**src/design/assert_macros.svh**
```systemverilog
// Assertion macros shared by the merger RTL.
// Every check is clocked on clock and switched off while reset is high.
`ifndef ASSERT_MACROS_SVH
`define ASSERT_MACROS_SVH

// A property that must hold at every clock edge outside reset.
`define SCUM_ASSERT(label, prop, msg) \
   label: assert property (@(posedge clock) disable iff (reset) (prop)) \
      else $error(msg);

// A condition that must be followed by a consequence in the next cycle.
`define SCUM_ASSERT_NEXT(label, ante, cons, msg) \
   label: assert property (@(posedge clock) disable iff (reset) (ante) |=> (cons)) \
      else $error(msg);

`endif

```
**src/design/scum_pkg.sv**
```systemverilog
// Package for the sparse coordinate union merger.
// Holds the token codes, fault codes, queue sizing and the item and result types.
package scum_pkg;

   // Token kind codes.
   localparam logic [1:0] KindData    = 2'd0;
   localparam logic [1:0] KindStop    = 2'd1;
   localparam logic [1:0] KindDone    = 2'd2;

   // Fault codes.
   localparam logic [1:0] FaultNone   = 2'd0;
   localparam logic [1:0] FaultLevel  = 2'd1;
   localparam logic [1:0] FaultKind   = 2'd2;

   // Marker for a stream that has no entry at the emitted coordinate.
   localparam logic [15:0] EmptyRef   = 16'h8000;

   // Request queue between the front and the back part.
   localparam int QDepth = 4;
   localparam int QPtrW  = $clog2(QDepth);
   localparam int QCntW  = $clog2(QDepth + 1);

   // A request as classified by the front part.
   typedef struct packed {
      logic        side;
      logic [1:0]  kind;
      logic [15:0] coord;
      logic [15:0] ref_val;
      logic        is_data;
      logic        is_stop;
      logic        is_done;
   } scum_item_type;

   // One merged result.
   typedef struct packed {
      logic [1:0]  out_kind;
      logic [15:0] out_coord;
      logic        first_ref_present;
      logic [15:0] first_ref;
      logic        second_ref_present;
      logic [15:0] second_ref;
      logic [1:0]  fault;
   } scum_rsp_type;

endpackage

```
**src/design/scum_ifs.sv**
```systemverilog
// Valid/ready channel interfaces for the merger's request and result sides.
// Depends on nothing; field widths follow the token format.
interface scum_req_if;
   logic        valid;
   logic        ready;
   logic        side;
   logic [1:0]  token_kind;
   logic [15:0] token_coord;
   logic [15:0] token_ref;

   modport source (output valid, output side, output token_kind, output token_coord,
                   output token_ref, input ready);
   modport sink   (input valid, input side, input token_kind, input token_coord,
                   input token_ref, output ready);
endinterface

interface scum_rsp_if;
   logic        valid;
   logic        ready;
   logic [1:0]  out_kind;
   logic [15:0] out_coord;
   logic        first_ref_present;
   logic [15:0] first_ref;
   logic        second_ref_present;
   logic [15:0] second_ref;
   logic [1:0]  fault;

   modport source (output valid, output out_kind, output out_coord,
                   output first_ref_present, output first_ref,
                   output second_ref_present, output second_ref, output fault,
                   input ready);
   modport sink   (input valid, input out_kind, input out_coord,
                   input first_ref_present, input first_ref,
                   input second_ref_present, input second_ref, input fault,
                   output ready);
endinterface

```
**src/design/scum_front.sv**
```systemverilog
// Front part of the merger: accepts requests, classifies the token kind and
// queues them for the back part. Depends on scum_pkg and scum_req_if.
`include "assert_macros.svh"

module scum_front import scum_pkg::*; (
   input  logic          clock,
   input  logic          reset,
   scum_req_if.sink      req_chan,
   output scum_item_type head_item,
   output logic          head_valid,
   input  logic          head_pop
);

   scum_item_type           q_mem_ff [QDepth];
   logic [QPtrW-1:0]        wr_ptr_ff, wr_ptr_in;
   logic [QPtrW-1:0]        rd_ptr_ff, rd_ptr_in;
   logic [QCntW-1:0]        count_ff, count_in;
   scum_item_type           new_item;
   logic                    push;

   // Classify the incoming token.
   always_comb begin
      new_item.side    = req_chan.side;
      new_item.kind    = req_chan.token_kind;
      new_item.coord   = req_chan.token_coord;
      new_item.ref_val = req_chan.token_ref;
      new_item.is_data = (req_chan.token_kind == KindData);
      new_item.is_stop = (req_chan.token_kind == KindStop);
      new_item.is_done = (req_chan.token_kind == KindDone);
   end

   // A request is taken whenever the queue has a free entry.
   assign req_chan.ready = (count_ff != QCntW'(QDepth));
   assign push           = req_chan.valid && req_chan.ready;
   assign head_valid     = (count_ff != '0);
   assign head_item      = q_mem_ff[rd_ptr_ff];

   // Pointer and fill count updates.
   always_comb begin
      wr_ptr_in = push ? wr_ptr_ff + QPtrW'(1) : wr_ptr_ff;
      rd_ptr_in = head_pop ? rd_ptr_ff + QPtrW'(1) : rd_ptr_ff;
      count_in  = count_ff + QCntW'(push) - QCntW'(head_pop);
   end

   always_ff @(posedge clock) begin
      if (reset) begin
         wr_ptr_ff <= '0;
         rd_ptr_ff <= '0;
         count_ff  <= '0;
      end else begin
         wr_ptr_ff <= wr_ptr_in;
         rd_ptr_ff <= rd_ptr_in;
         count_ff  <= count_in;
      end
   end

   // Queue storage needs no reset; only entries below the fill count are read.
   always_ff @(posedge clock) begin
      if (push) begin
         q_mem_ff[wr_ptr_ff] <= new_item;
      end
   end

   `SCUM_ASSERT(a_pop_not_empty, !head_pop || head_valid, "pop from an empty request queue")
   `SCUM_ASSERT(a_count_bound, count_ff <= QCntW'(QDepth), "request queue fill count overflow")
   `SCUM_ASSERT_NEXT(a_count_step, push && !head_pop, count_ff == $past(count_ff) + QCntW'(1),
      "request queue count did not advance on push")

endmodule

```
**src/design/scum_back.sv**
```systemverilog
// Back part of the merger: holds one pending token per stream, pairs them and
// registers one merged result. Depends on scum_pkg and scum_rsp_if.
`include "assert_macros.svh"

module scum_back import scum_pkg::*; (
   input  logic          clock,
   input  logic          reset,
   input  scum_item_type head_item,
   input  logic          head_valid,
   output logic          head_pop,
   scum_rsp_if.source    rsp_chan
);

   scum_item_type  held_ff [2];
   logic [1:0]     pending_valid_ff, pending_valid_in;
   logic           fault_latched_ff, fault_latched_in;
   scum_rsp_type   rsp_ff;
   logic           rsp_valid_ff, rsp_valid_in;

   scum_item_type  slot0, slot1;
   scum_rsp_type   res;
   logic           take, drop, pair, emit;

   // A queued request is taken when the result register is free or draining.
   assign take     = head_valid && (!rsp_valid_ff || rsp_chan.ready);
   assign head_pop = take;

   // The new token stands in its own slot; the other slot holds its token.
   always_comb begin
      slot0 = head_item.side ? held_ff[0] : head_item;
      slot1 = head_item.side ? head_item  : held_ff[1];
      drop  = fault_latched_ff || pending_valid_ff[head_item.side];
      pair  = !drop && pending_valid_ff[!head_item.side];
   end

   // Pairing decision and slot updates.
   always_comb begin
      res              = '0;
      pending_valid_in = pending_valid_ff;
      fault_latched_in = fault_latched_ff;
      emit             = 1'b0;
      if (take && !drop) begin
         pending_valid_in[head_item.side] = 1'b1;
         if (pair) begin
            emit = 1'b1;
            if (slot0.is_done && slot1.is_done) begin
               res.out_kind           = KindDone;
               res.out_coord          = slot0.coord;
               res.first_ref_present  = 1'b1;
               res.first_ref          = slot0.ref_val;
               res.second_ref_present = 1'b1;
               res.second_ref         = slot1.ref_val;
               pending_valid_in       = 2'b00;
            end else if (slot0.is_stop && slot1.is_data) begin
               res.out_kind           = KindData;
               res.out_coord          = slot1.coord;
               res.second_ref_present = 1'b1;
               res.second_ref         = slot1.ref_val;
               pending_valid_in[1]    = 1'b0;
            end else if (slot0.is_data && slot1.is_stop) begin
               res.out_kind           = KindData;
               res.out_coord          = slot0.coord;
               res.first_ref_present  = 1'b1;
               res.first_ref          = slot0.ref_val;
               pending_valid_in[0]    = 1'b0;
            end else if (slot0.is_stop && slot1.is_stop) begin
               if (slot0.coord != slot1.coord) begin
                  res.fault        = FaultLevel;
                  pending_valid_in = 2'b00;
                  fault_latched_in = 1'b1;
               end else begin
                  res.out_kind           = KindStop;
                  res.out_coord          = slot0.coord;
                  res.first_ref_present  = 1'b1;
                  res.first_ref          = slot0.ref_val;
                  res.second_ref_present = 1'b1;
                  res.second_ref         = slot1.ref_val;
                  pending_valid_in       = 2'b00;
               end
            end else if (slot0.is_data && slot1.is_data) begin
               res.out_kind           = KindData;
               res.first_ref_present  = 1'b1;
               res.second_ref_present = 1'b1;
               if (slot0.coord == slot1.coord) begin
                  res.out_coord    = slot0.coord;
                  res.first_ref    = slot0.ref_val;
                  res.second_ref   = slot1.ref_val;
                  pending_valid_in = 2'b00;
               end else if (slot0.coord > slot1.coord) begin
                  res.out_coord       = slot1.coord;
                  res.first_ref       = EmptyRef;
                  res.second_ref      = slot1.ref_val;
                  pending_valid_in[1] = 1'b0;
               end else begin
                  res.out_coord       = slot0.coord;
                  res.first_ref       = slot0.ref_val;
                  res.second_ref      = EmptyRef;
                  pending_valid_in[0] = 1'b0;
               end
            end else begin
               res.fault        = FaultKind;
               pending_valid_in = 2'b00;
               fault_latched_in = 1'b1;
            end
         end
      end
   end

   // The result register is loaded by a pairing and emptied when taken.
   always_comb begin
      if (emit) begin
         rsp_valid_in = 1'b1;
      end else if (rsp_chan.ready) begin
         rsp_valid_in = 1'b0;
      end else begin
         rsp_valid_in = rsp_valid_ff;
      end
   end

   always_ff @(posedge clock) begin
      if (reset) begin
         pending_valid_ff <= 2'b00;
         fault_latched_ff <= 1'b0;
         rsp_valid_ff     <= 1'b0;
      end else begin
         pending_valid_ff <= pending_valid_in;
         fault_latched_ff <= fault_latched_in;
         rsp_valid_ff     <= rsp_valid_in;
      end
   end

   // Held tokens and the result payload carry no reset.
   always_ff @(posedge clock) begin
      if (take && !drop) begin
         held_ff[head_item.side] <= head_item;
      end
      if (emit) begin
         rsp_ff <= res;
      end
   end

   assign rsp_chan.valid              = rsp_valid_ff;
   assign rsp_chan.out_kind           = rsp_ff.out_kind;
   assign rsp_chan.out_coord          = rsp_ff.out_coord;
   assign rsp_chan.first_ref_present  = rsp_ff.first_ref_present;
   assign rsp_chan.first_ref          = rsp_ff.first_ref;
   assign rsp_chan.second_ref_present = rsp_ff.second_ref_present;
   assign rsp_chan.second_ref         = rsp_ff.second_ref;
   assign rsp_chan.fault              = rsp_ff.fault;

   `SCUM_ASSERT_NEXT(a_fault_sticky, fault_latched_ff, fault_latched_ff,
      "latched fault cleared outside reset")
   `SCUM_ASSERT(a_fault_slots_empty, !fault_latched_ff || (pending_valid_ff == 2'b00),
      "a token was held after a fault")
   `SCUM_ASSERT(a_fault_result_clear,
      !rsp_valid_ff || (rsp_ff.fault == FaultNone) ||
      (!rsp_ff.first_ref_present && !rsp_ff.second_ref_present && rsp_ff.out_coord == '0),
      "fault result carries token fields")

endmodule

```
**src/design/sparse_coordinate_union_merger_top.sv**
```systemverilog
// Top level of the sparse coordinate union merger.
// Depends on scum_pkg, scum_req_if, scum_rsp_if, scum_front and scum_back.
//
// Usage:
//   req_chan carries one token per request: its stream (side), kind (data,
//   stop or done), coordinate or stop level, and reference. rsp_chan carries
//   the merged tokens, at most one for each request, with a reference or an
//   empty marker for each stream and a fault code.
//   A request is accepted in every cycle while the four-entry request queue
//   has room, so while rsp_chan.ready stays high the sustained rate is one
//   request per cycle. The request that completes a pair passes through the
//   queue, then through the pairing logic into the result register.
//   Requests that complete no pair, or that arrive for a stream whose slot is
//   full, produce nothing. After a fault all further requests are consumed
//   silently until reset.
//   When the receiver holds rsp_chan.ready low, the result register holds its
//   result, the back part stops taking from the queue and req_chan.ready
//   falls once the queue is full; nothing is lost.
//   Synchronous reset empties the queue, both stream slots and the result
//   register and clears the fault flag; no clearing pass follows.
module sparse_coordinate_union_merger_top import scum_pkg::*; (
   input  logic        clock,
   input  logic        reset,
   scum_req_if.sink    req_chan,
   scum_rsp_if.source  rsp_chan
);

   scum_item_type head_item;
   logic          head_valid;
   logic          head_pop;

   // Accept and classify requests.
   scum_front u_front (
      .clock      (clock),
      .reset      (reset),
      .req_chan   (req_chan),
      .head_item  (head_item),
      .head_valid (head_valid),
      .head_pop   (head_pop)
   );

   // Pair held tokens and produce results.
   scum_back u_back (
      .clock      (clock),
      .reset      (reset),
      .head_item  (head_item),
      .head_valid (head_valid),
      .head_pop   (head_pop),
      .rsp_chan   (rsp_chan)
   );

endmodule
```
**src/flat_wrapper.sv**
```systemverilog
// flat-port wrapper written by rule: the top's interface ports become plain ports
module sparse_coordinate_union_merger_top_flat import scum_pkg::*;
  (clock, reset, req_chan_valid, req_chan_side, req_chan_token_kind, req_chan_token_coord, req_chan_token_ref, req_chan_ready, rsp_chan_valid, rsp_chan_out_kind, rsp_chan_out_coord, rsp_chan_first_ref_present, rsp_chan_first_ref, rsp_chan_second_ref_present, rsp_chan_second_ref, rsp_chan_fault, rsp_chan_ready);
  scum_req_if req_chan_i ();
  scum_rsp_if rsp_chan_i ();
  input  logic clock;
  input  logic reset;
  input wire logic [$bits(req_chan_i.valid)-1:0] req_chan_valid;
  input wire logic [$bits(req_chan_i.side)-1:0] req_chan_side;
  input wire logic [$bits(req_chan_i.token_kind)-1:0] req_chan_token_kind;
  input wire logic [$bits(req_chan_i.token_coord)-1:0] req_chan_token_coord;
  input wire logic [$bits(req_chan_i.token_ref)-1:0] req_chan_token_ref;
  output wire logic [$bits(req_chan_i.ready)-1:0] req_chan_ready;
  output wire logic [$bits(rsp_chan_i.valid)-1:0] rsp_chan_valid;
  output wire logic [$bits(rsp_chan_i.out_kind)-1:0] rsp_chan_out_kind;
  output wire logic [$bits(rsp_chan_i.out_coord)-1:0] rsp_chan_out_coord;
  output wire logic [$bits(rsp_chan_i.first_ref_present)-1:0] rsp_chan_first_ref_present;
  output wire logic [$bits(rsp_chan_i.first_ref)-1:0] rsp_chan_first_ref;
  output wire logic [$bits(rsp_chan_i.second_ref_present)-1:0] rsp_chan_second_ref_present;
  output wire logic [$bits(rsp_chan_i.second_ref)-1:0] rsp_chan_second_ref;
  output wire logic [$bits(rsp_chan_i.fault)-1:0] rsp_chan_fault;
  input wire logic [$bits(rsp_chan_i.ready)-1:0] rsp_chan_ready;
  assign req_chan_i.valid = req_chan_valid;
  assign req_chan_i.side = req_chan_side;
  assign req_chan_i.token_kind = req_chan_token_kind;
  assign req_chan_i.token_coord = req_chan_token_coord;
  assign req_chan_i.token_ref = req_chan_token_ref;
  assign req_chan_ready = req_chan_i.ready;
  assign rsp_chan_valid = rsp_chan_i.valid;
  assign rsp_chan_out_kind = rsp_chan_i.out_kind;
  assign rsp_chan_out_coord = rsp_chan_i.out_coord;
  assign rsp_chan_first_ref_present = rsp_chan_i.first_ref_present;
  assign rsp_chan_first_ref = rsp_chan_i.first_ref;
  assign rsp_chan_second_ref_present = rsp_chan_i.second_ref_present;
  assign rsp_chan_second_ref = rsp_chan_i.second_ref;
  assign rsp_chan_fault = rsp_chan_i.fault;
  assign rsp_chan_i.ready = rsp_chan_ready;
  sparse_coordinate_union_merger_top u_core (.clock(clock), .reset(reset), .req_chan(req_chan_i), .rsp_chan(rsp_chan_i));
endmodule
```
**config.mk**
```make
export PLATFORM = sky130hd
export DESIGN_NAME = sparse_coordinate_union_merger_top_flat
export DESIGN_NICKNAME = d
export VERILOG_FILES = /design/src/design/scum_pkg.sv /design/src/design/scum_ifs.sv /design/src/design/scum_front.sv /design/src/design/scum_back.sv /design/src/design/sparse_coordinate_union_merger_top.sv /design/src/flat_wrapper.sv
export VERILOG_INCLUDE_DIRS = /design/src /design/src/design
export SDC_FILE = /design/constraint.sdc
export NUM_CORES = 1
export LEC_CHECK = 0
export BUFFER_PORTS_ARGS = -buffer_cell sky130_fd_sc_hd__buf_2
export CAP_MARGIN = 20
export CORE_ASPECT_RATIO = 0.6
export CORE_UTILIZATION = 50
export CTS_BUF_LIST = sky130_fd_sc_hd__clkbuf_4
export DETAILED_ROUTE_END_ITERATION = 6
export PLACE_DENSITY_LB_ADDON = 0.2
export SLEW_MARGIN = 25
export SYNTH_ARGS = -nofsm -noshare
export SYNTH_HDL_FRONTEND = slang
export SYNTH_SLANG_ARGS = --single-unit
```
**constraint.sdc**
```tcl
create_clock -name clock -period 5.4 [get_ports clock]
set_clock_uncertainty 0.1 [all_clocks]
set_input_delay 0.27 -clock clock [delete_from_list [all_inputs] [get_ports clock]]
set_output_delay 0.27 -clock clock [all_outputs]
set_load 0.01 [all_outputs]
```
==> results of run 1 <==
## cells by family after synthesis
| kind of cell | after synthesis | synth area share |
|---|---|---|
| flip-flops | 281 | 0.737 |
| AND/OR/NAND/NOR | 133 | 0.0529 |
| AO/OA/AOI/OAI | 82 | 0.0519 |
| multiplexers | 76 | 0.108 |
| buffers and inverters | 51 | 0.0199 |
| adder cells (fa/ha/maj) | 23 | 0.0262 |
| XOR/XNOR | 5 | 0.00389 |
## stage by stage
step	setup WS, ps	hold WS (ps)	total power, mW	instance area, sq um
3_3_place_gp	886	373	5.71	12100
3_5_place_dp	803	376	5.87	12100
4_1_cts	791	180	7.59	13300
2_1_floorplan	1160	242	5.04	11300
6_report	753	243	7.54	13300
5_1_grt	402	198	7.99	13300
## what timing repair did
action	4_1_cts	5_1_grt
hold buffers	40	0
resized for setup	0	0
hold endpoints to repair	157	0
## sequential cells by signal, indices dropped and copies added (netlist names), 3 cells and up, named ones only
| name | cells |
|---|---|
| u_core.u_front.count_ff | 3 |
| u_core.u_back.held_ff | 70 |
| u_core.u_back.rsp_chan.out_coord | 16 |
| u_core.u_back.rsp_chan.first_ref | 16 |
| u_core.u_front.q_mem_ff | 144 |
| u_core.u_back.rsp_chan.second_ref | 16 |
## path summary, 6_finish.rpt
path	start	endpoint	slack, ps	depth (start not counted)
setup / recovery	u_core.u_front.q_mem_ff[3][37]	u_core.u_back.rsp_chan.out_coord[2]	750	11
hold / removal	req_chan_token_ref[0]	u_core.u_front.q_mem_ff[1][3]	240	2
setup reg to reg	u_core.u_front.q_mem_ff[3][37]	u_core.u_back.rsp_chan.out_coord[2]	750	11
hold reg to reg	u_core.u_back.fault_latched_ff	u_core.u_back.fault_latched_ff	390	2
## critical path: cells and delay by family (launching register included)
family	cells	cell delay [ps]
adders and majority gates	1	310
and+or+nand+nor	2	1050
muxes	2	1260
DFF	1	400
AOI/OAI and AO/OA	5	1140
buffers and inverters	1	70
## where the power goes
part	switching [mW]	internal [mW]	leakage, nW
Clock	0.792	0.896	0.494
Combinational	1.66	0.948	1.74
Sequential	0.155	3.09	2.59
## cell type report
type / count / area, sq um / share of cell area
well taps: 286 / 358 / 0.0268
clock buffers: 94 / 706 / 0.0529
multi-input cells: 319 / 2780 / 0.208
clock inverters: 16 / 119 / 0.00891
repair buffers: 145 / 973 / 0.0729
inverters: 26 / 98.8 / 0.00741
flip-flops and latches: 281 / 8310 / 0.623
## layer usage
| layer | up-vias | part of all wire | wire length (um) | track usage |
|---|---|---|---|---|
| met5 | - | 0 | 0 | 0 |
| met1 | 3225 | 0.47 | 11400 | 0.323 |
| li1 | 2946 | - | - | - |
| met2 | 260 | 0.44 | 10800 | 0.323 |
| met3 | 48 | 0.069 | 1690 | 0.0579 |
| met4 | 0 | 0.019 | 454 | 0.0815 |
## cell usage in the layout (no fill, tap or decap), types with 2 or more instances in the layout
cell type and n:
nand2b_1 2, nor2_4 2, o22ai_1 17, clkbuf_4 94, edfxtp_1 268, clkinv_1 9
nor4_1 2, mux2i_1 38, a21oi_2 12, clkinv_2 3, nor2b_1 5, a221oi_1 2
inv_2 3, a211oi_1 2, dfxtp_2 2, and3_4 4, a21oi_1 30, dlygate4sd3_1 40
nor2_1 17, buf_2 94, a21boi_1 2, buf_4 10, a21o_1 2, nor3_1 2
dfxtp_1 11, nand3_1 8, o211ai_1 2, nand2_1 77, mux4_2 35, ha_1 22
xnor2_1 3, nand4_1 3, xor2_1 2, bufinv_16 2, inv_1 24
==> out/qor.txt, run 1 <==
Global-route usage over all layers = 0.222
H-Tree Level Count = 3
Site Rows = 42
Filler Cell Count = 1,672
Crit. End Element = register
Antenna cells = 0
Die width = 196 um
Syn Nets = 713
CP Launch Type = register
Core ar. = 22,100 sq um
Die Y = 118 um
CP arrival = 4920 ps
Sum Neg Setup Slack = 0 ps
Sequential area share after synthesis = 0.737
Main synth FF type = edfxtp_1
Period utilisation layout = 0.861
Final Hold Viols = 0
Antenna violations before repair = 0
IR drop worst, VDD = 270 uV
Worst-case clock buffer depth = 3
Drt total wl = 24,400 um
Inserted Clock Buffers = 67
Async SR Flop Fraction = 0
CTS tree = yes
Critical Path Max Stage Delay = 960 ps
Synth warn = 0
Data required time at the worst endpoint = 5670 ps
Initial DRC count = 448
Power per Cell Area = 565 nW/um^2
Synth top cells by count = 268 x edfxtp_1, 77 x nand2_1, 38 x mux2i_1
Setup bufs post-CTS = 0
Synth area leaders = edfxtp_1 71%, mux4_2 7.2%, mux2i_1 3.4%
Seq cells post-synth = 281
Global-route wire length before repair = 37,800 um
Final #Nets = 902
Vias/cell = 5.55
WL per Instance = 20.9 um
I/O Buffers = 94
Setup CP Type = register to register
Total gr overflow = 0
CTS clk-pin slew, worst paths = 80 ps
GP Congestion = 0.831
Synth Instances = 651
TritonRoute pass-1 iters = 5
Most numerous cell in the Yosys netlist = edfxtp_1
Min Tclk post-route = 4650 ps
Outcome = complete, no violations
CTS Sinks = 281
Highest clock rate = 0.215 GHz
Cell at the slowest stage of the critical path = mux4_4
Min-delay worst type = input pin to register
Worst-Skew Late Latency = 670 ps
Area fraction of the dominant cell type after synthesis = 0.714
Slew headroom = 0.339
Finished Layout Cells = 1,167
Share of cells above drive strength 1 = 0.316
Detail Placement HPWL = 14,400 um
Final setup fails = 0
Root Buffer = clkbuf_4
Mapped cell area = 11,300 sq um
Critical path peak fanout = 36
Die area = 23,200 sq um
# DRC = 0
RSZ-0062 raised after global routing = no
Post-DRT Antenna Nets = 0
Placed cells = 1,017
Syn Area/Cell = 17.3 sq um
Boundary Pins = 95
Vias in the first global route = 6,808
Crit-path cells = mux4_4 -> mux2i_1 -> inv_1 -> ha_1 -> a21oi_1 -> o21ai_0 -> a221oi_1 -> or3b_2 -> a41o_1 -> nand3_1 -> o22ai_1
Layout area overhead = 18.4%
Worst slew pin tran = 989 ps
Max-slew violations = 0
Vias = 6,479
Leak = 4.82 nW
Post-synthesis cell type count = 57
Max_cap viols = 0
Post-synth EDFFs = 268
Largest net degree at the start of global routing = 55
Final core utilization = 0.605
Initial Util = 0.511
Synth area leader = edfxtp_1
No activity file was read; power rests on OpenSTA's default activity.
==> run 2: changes to the inputs <==
Settings changed: CORE_MARGIN from default to 8, PLACE_DENSITY from default to 0.69, PLACE_DENSITY_LB_ADDON 0.2 to default.
==> run 2 against run 1 <==
Against the previous run: non-clock buffer count unchanged; die area up 20%; register-to-register slack worse by 230 ps; wire length up 3.7%; first-iteration DRC count up 15%; critical path depth up 1; via count up 0.56%; clock power about the same; worst hold slack worse by 41 ps; combinational power up 3%.
==> out/qor.txt, run 2 (synthesis gave the netlist of run 1 again) <==
Outcome = complete, no violations
Power per Cell Area = 568 nW/um^2 (+0.44%)
Vias in the first global route = 6,852 (+0.65%)
Busiest layer in global routing = met2
Detail Placement HPWL = 15,500 um (+7.7%)
Finished layout cell area = 13,400 sq um (about the same)
Inserted Clock Buffers = 61 (-9.0%)
Min Tclk post-route = 4880 ps (+232 ps)
Max FFs per register = 144 (unchanged)
Setup ws final = 521 ps (-232 ps)
RSZ-0062 raised after global routing = no
Boundary Pins = 95 (unchanged)
Setup CP Type = register to register
Met2 Use GR = 0.273 (-0.0498)
Vias = 6,515 (+0.56%)
Layout area overhead = 18.6% (about the same)
Global-route usage over all layers = 0.182 (-0.0393)
Biggest regs = u_core.u_front.q_mem_ff: 144 flops, u_core.u_back.held_ff: 70 flops
Most common cell after layout, fill and taps aside = edfxtp_1
Sum Neg Setup Slack = 0 ps (unchanged)
I/O Buffers = 94 (unchanged)
IR drop worst, VDD = 262 uV (-2.9%)
Biggest register = u_core.u_front.q_mem_ff
Filler Cell Count = 1,659 (-0.78%)
TritonRoute pass-1 iters = 5 (unchanged)
DP Worst Slack = 517 ps (-286 ps)
Final setup fails = 0 (unchanged)
Root Buffer = clkbuf_4
Global-route wire length before repair = 39,000 um (+3.1%)
Global-route track usage on met1 = 0.250 (-0.0728)
CTS tree = yes
Initial Util = 0.511 (unchanged)
Worst-case clock buffer depth = 3 (unchanged)
Largest net degree at the start of global routing = 38 (-31%)
Final Hold Viols = 0 (unchanged)
Hold path depth = 2 (unchanged)
Initial DRC count = 513 (+15%)
Die area = 27,800 sq um (+20%)
CP arrival = 5190 ps (+270 ps)
Crit. End Element = register
Leak = 4.81 nW (-0.20%)
H-Tree Level Count = 2 (-1)
Max-slew violations = 0 (unchanged)
Critical path peak fanout = 36 (unchanged)
Period utilisation layout = 0.904 (+0.0430)
Data required time at the worst endpoint = 5710 ps (+40 ps)
Min-delay worst type = input pin to register
Antenna violations before repair = 0 (unchanged)
Int Pwr = 4.93 mW (-0.21%)
Combinational share of power = 0.353 (+0.007)
Antenna cells = 0 (unchanged)
Highest clock rate = 0.205 GHz (-4.8%)
Total gr overflow = 0 (unchanged)
CTS clk-pin slew, worst paths = 80 ps (about the same)
Core ar. = 22,100 sq um (unchanged)
Vias/cell = 5.60 (+0.81%)
Post-DRT Antenna Nets = 0 (unchanged)
Drt total wl = 25,300 um (+3.7%)
Overall power = 7.58 mW (+0.53%)
Post-cts resize count = 0 (unchanged)
Max_cap viols = 0 (unchanged)
CTS Sinks = 281 (unchanged)
CP Launch Type = register
# DRC = 0 (unchanged)
WL per Instance = 21.7 um (+3.9%)
Hold Worst Slack = 202 ps (-40.8 ps)
GP Congestion = 0.906 (+9.0%)
Psw = 2.66 mW (+1.9%)
Final #Nets = 896 (-0.67%)
Slew headroom = 0.459 (+0.120)
Die Y = 132 um (+12%)
FF-to-FF path depth = 12 (+1)
Share of cells above drive strength 1 = 0.312 (-0.00348)
Flop pwr share = 0.428 (-0.002)
Most frequent cells in the layout = 268 x edfxtp_1, 94 x buf_2, 88 x clkbuf_4, 77 x nand2_1, 39 x dlygate4sd3_1
Worst slew pin tran = 799 ps (-190 ps)
Switching share of total power = 0.351 (+0.00487)
Site Rows = 42 (unchanged)
Clock group share of total power = 0.220 (-0.004)
Die width = 210 um (+7.1%)
Worst-Skew Late Latency = 720 ps (+50 ps)
Placed instance area = 12,200 sq um (+0.39%)
Met3 GRT Util = 0.0556 (-0.00238)
[run 2: changes by cell type in the layout (fill, tap and decap cells not counted), sizes merged]
cell,delta
clkbuf,-6
clkinv,+6
inv,-3
buf,+1
dlygate4sd3,-1
[run 2: metrics by stage]
stage                     std cells   util
after floorplan                 651      -
after global placement         1014  0.547
after detailed placement       1018  0.551
after CTS                      1164  0.605
after global routing           1164  0.605
final                          1164  0.605
[run 2: area by class of cell]
| cell class | count | area [sq um] | share of cell area |
|---|---|---|---|
| clock inverter | 19 | 139 | 0.0104 |
| clock buffer | 88 | 661 | 0.0495 |
| sequential | 281 | 8310 | 0.622 |
| multi-input combinational | 319 | 2780 | 0.208 |
| inverter | 26 | 98.8 | 0.00740 |
| timing repair buffer | 145 | 1010 | 0.0757 |
| tap | 286 | 358 | 0.0268 |
[run 2: final timing paths]
| path | start | end | slack, ps |
|---|---|---|---|
| min | req_chan_token_coord[11] | u_core.u_front.q_mem_ff[1][30] | 200 |
| max | register | u_core.u_back.rsp_chan.out_coord[9] | 520 |
| min reg2reg | u_core.u_back.fault_latched_ff | u_core.u_back.fault_latched_ff | 400 |
| max reg2reg | register | u_core.u_back.rsp_chan.out_coord[9] | 520 |
[run 2: critical path, stage by stage, from the launching register on]
cell and delay [ps]:
dfxtp_2 340, buf_4 630, mux4_2 640, mux2i_1 230, inv_1 100, ha_1 350, nand4_1 120, or4_1 510
nor2_1 380, inv_1 130, a41o_1 260, nand3_1 560, o22ai_1 230
[run 2: power groups by stage]
| stage | Clock (mW) | Combinational [mW] | Sequential [mW] |
|---|---|---|---|
| global route | 1.82 | 2.93 | 3.28 |
| detailed placement | 0 | 2.64 | 3.29 |
| floorplan | 0 | 1.75 | 3.29 |
| CTS | 1.70 | 2.68 | 3.24 |
| global placement | 0 | 2.41 | 3.27 |
| finish | 1.67 | 2.68 | 3.24 |
[run 2: metal layers]
| layer | vias up | share of wire |
|---|---|---|
| li1 | 2938 | - |
| met1 | 3259 | 0.45 |
| met2 | 273 | 0.45 |
| met3 | 45 | 0.083 |
| met4 | 0 | 0.020 |
| met5 | - | 0 |
[run 2: timing repair]
item	in CTS	in global routing
setup buffers	0	0
endpoints found under the hold margin	157	0
hold buffers	39	0
setup endpoints to repair	0	0
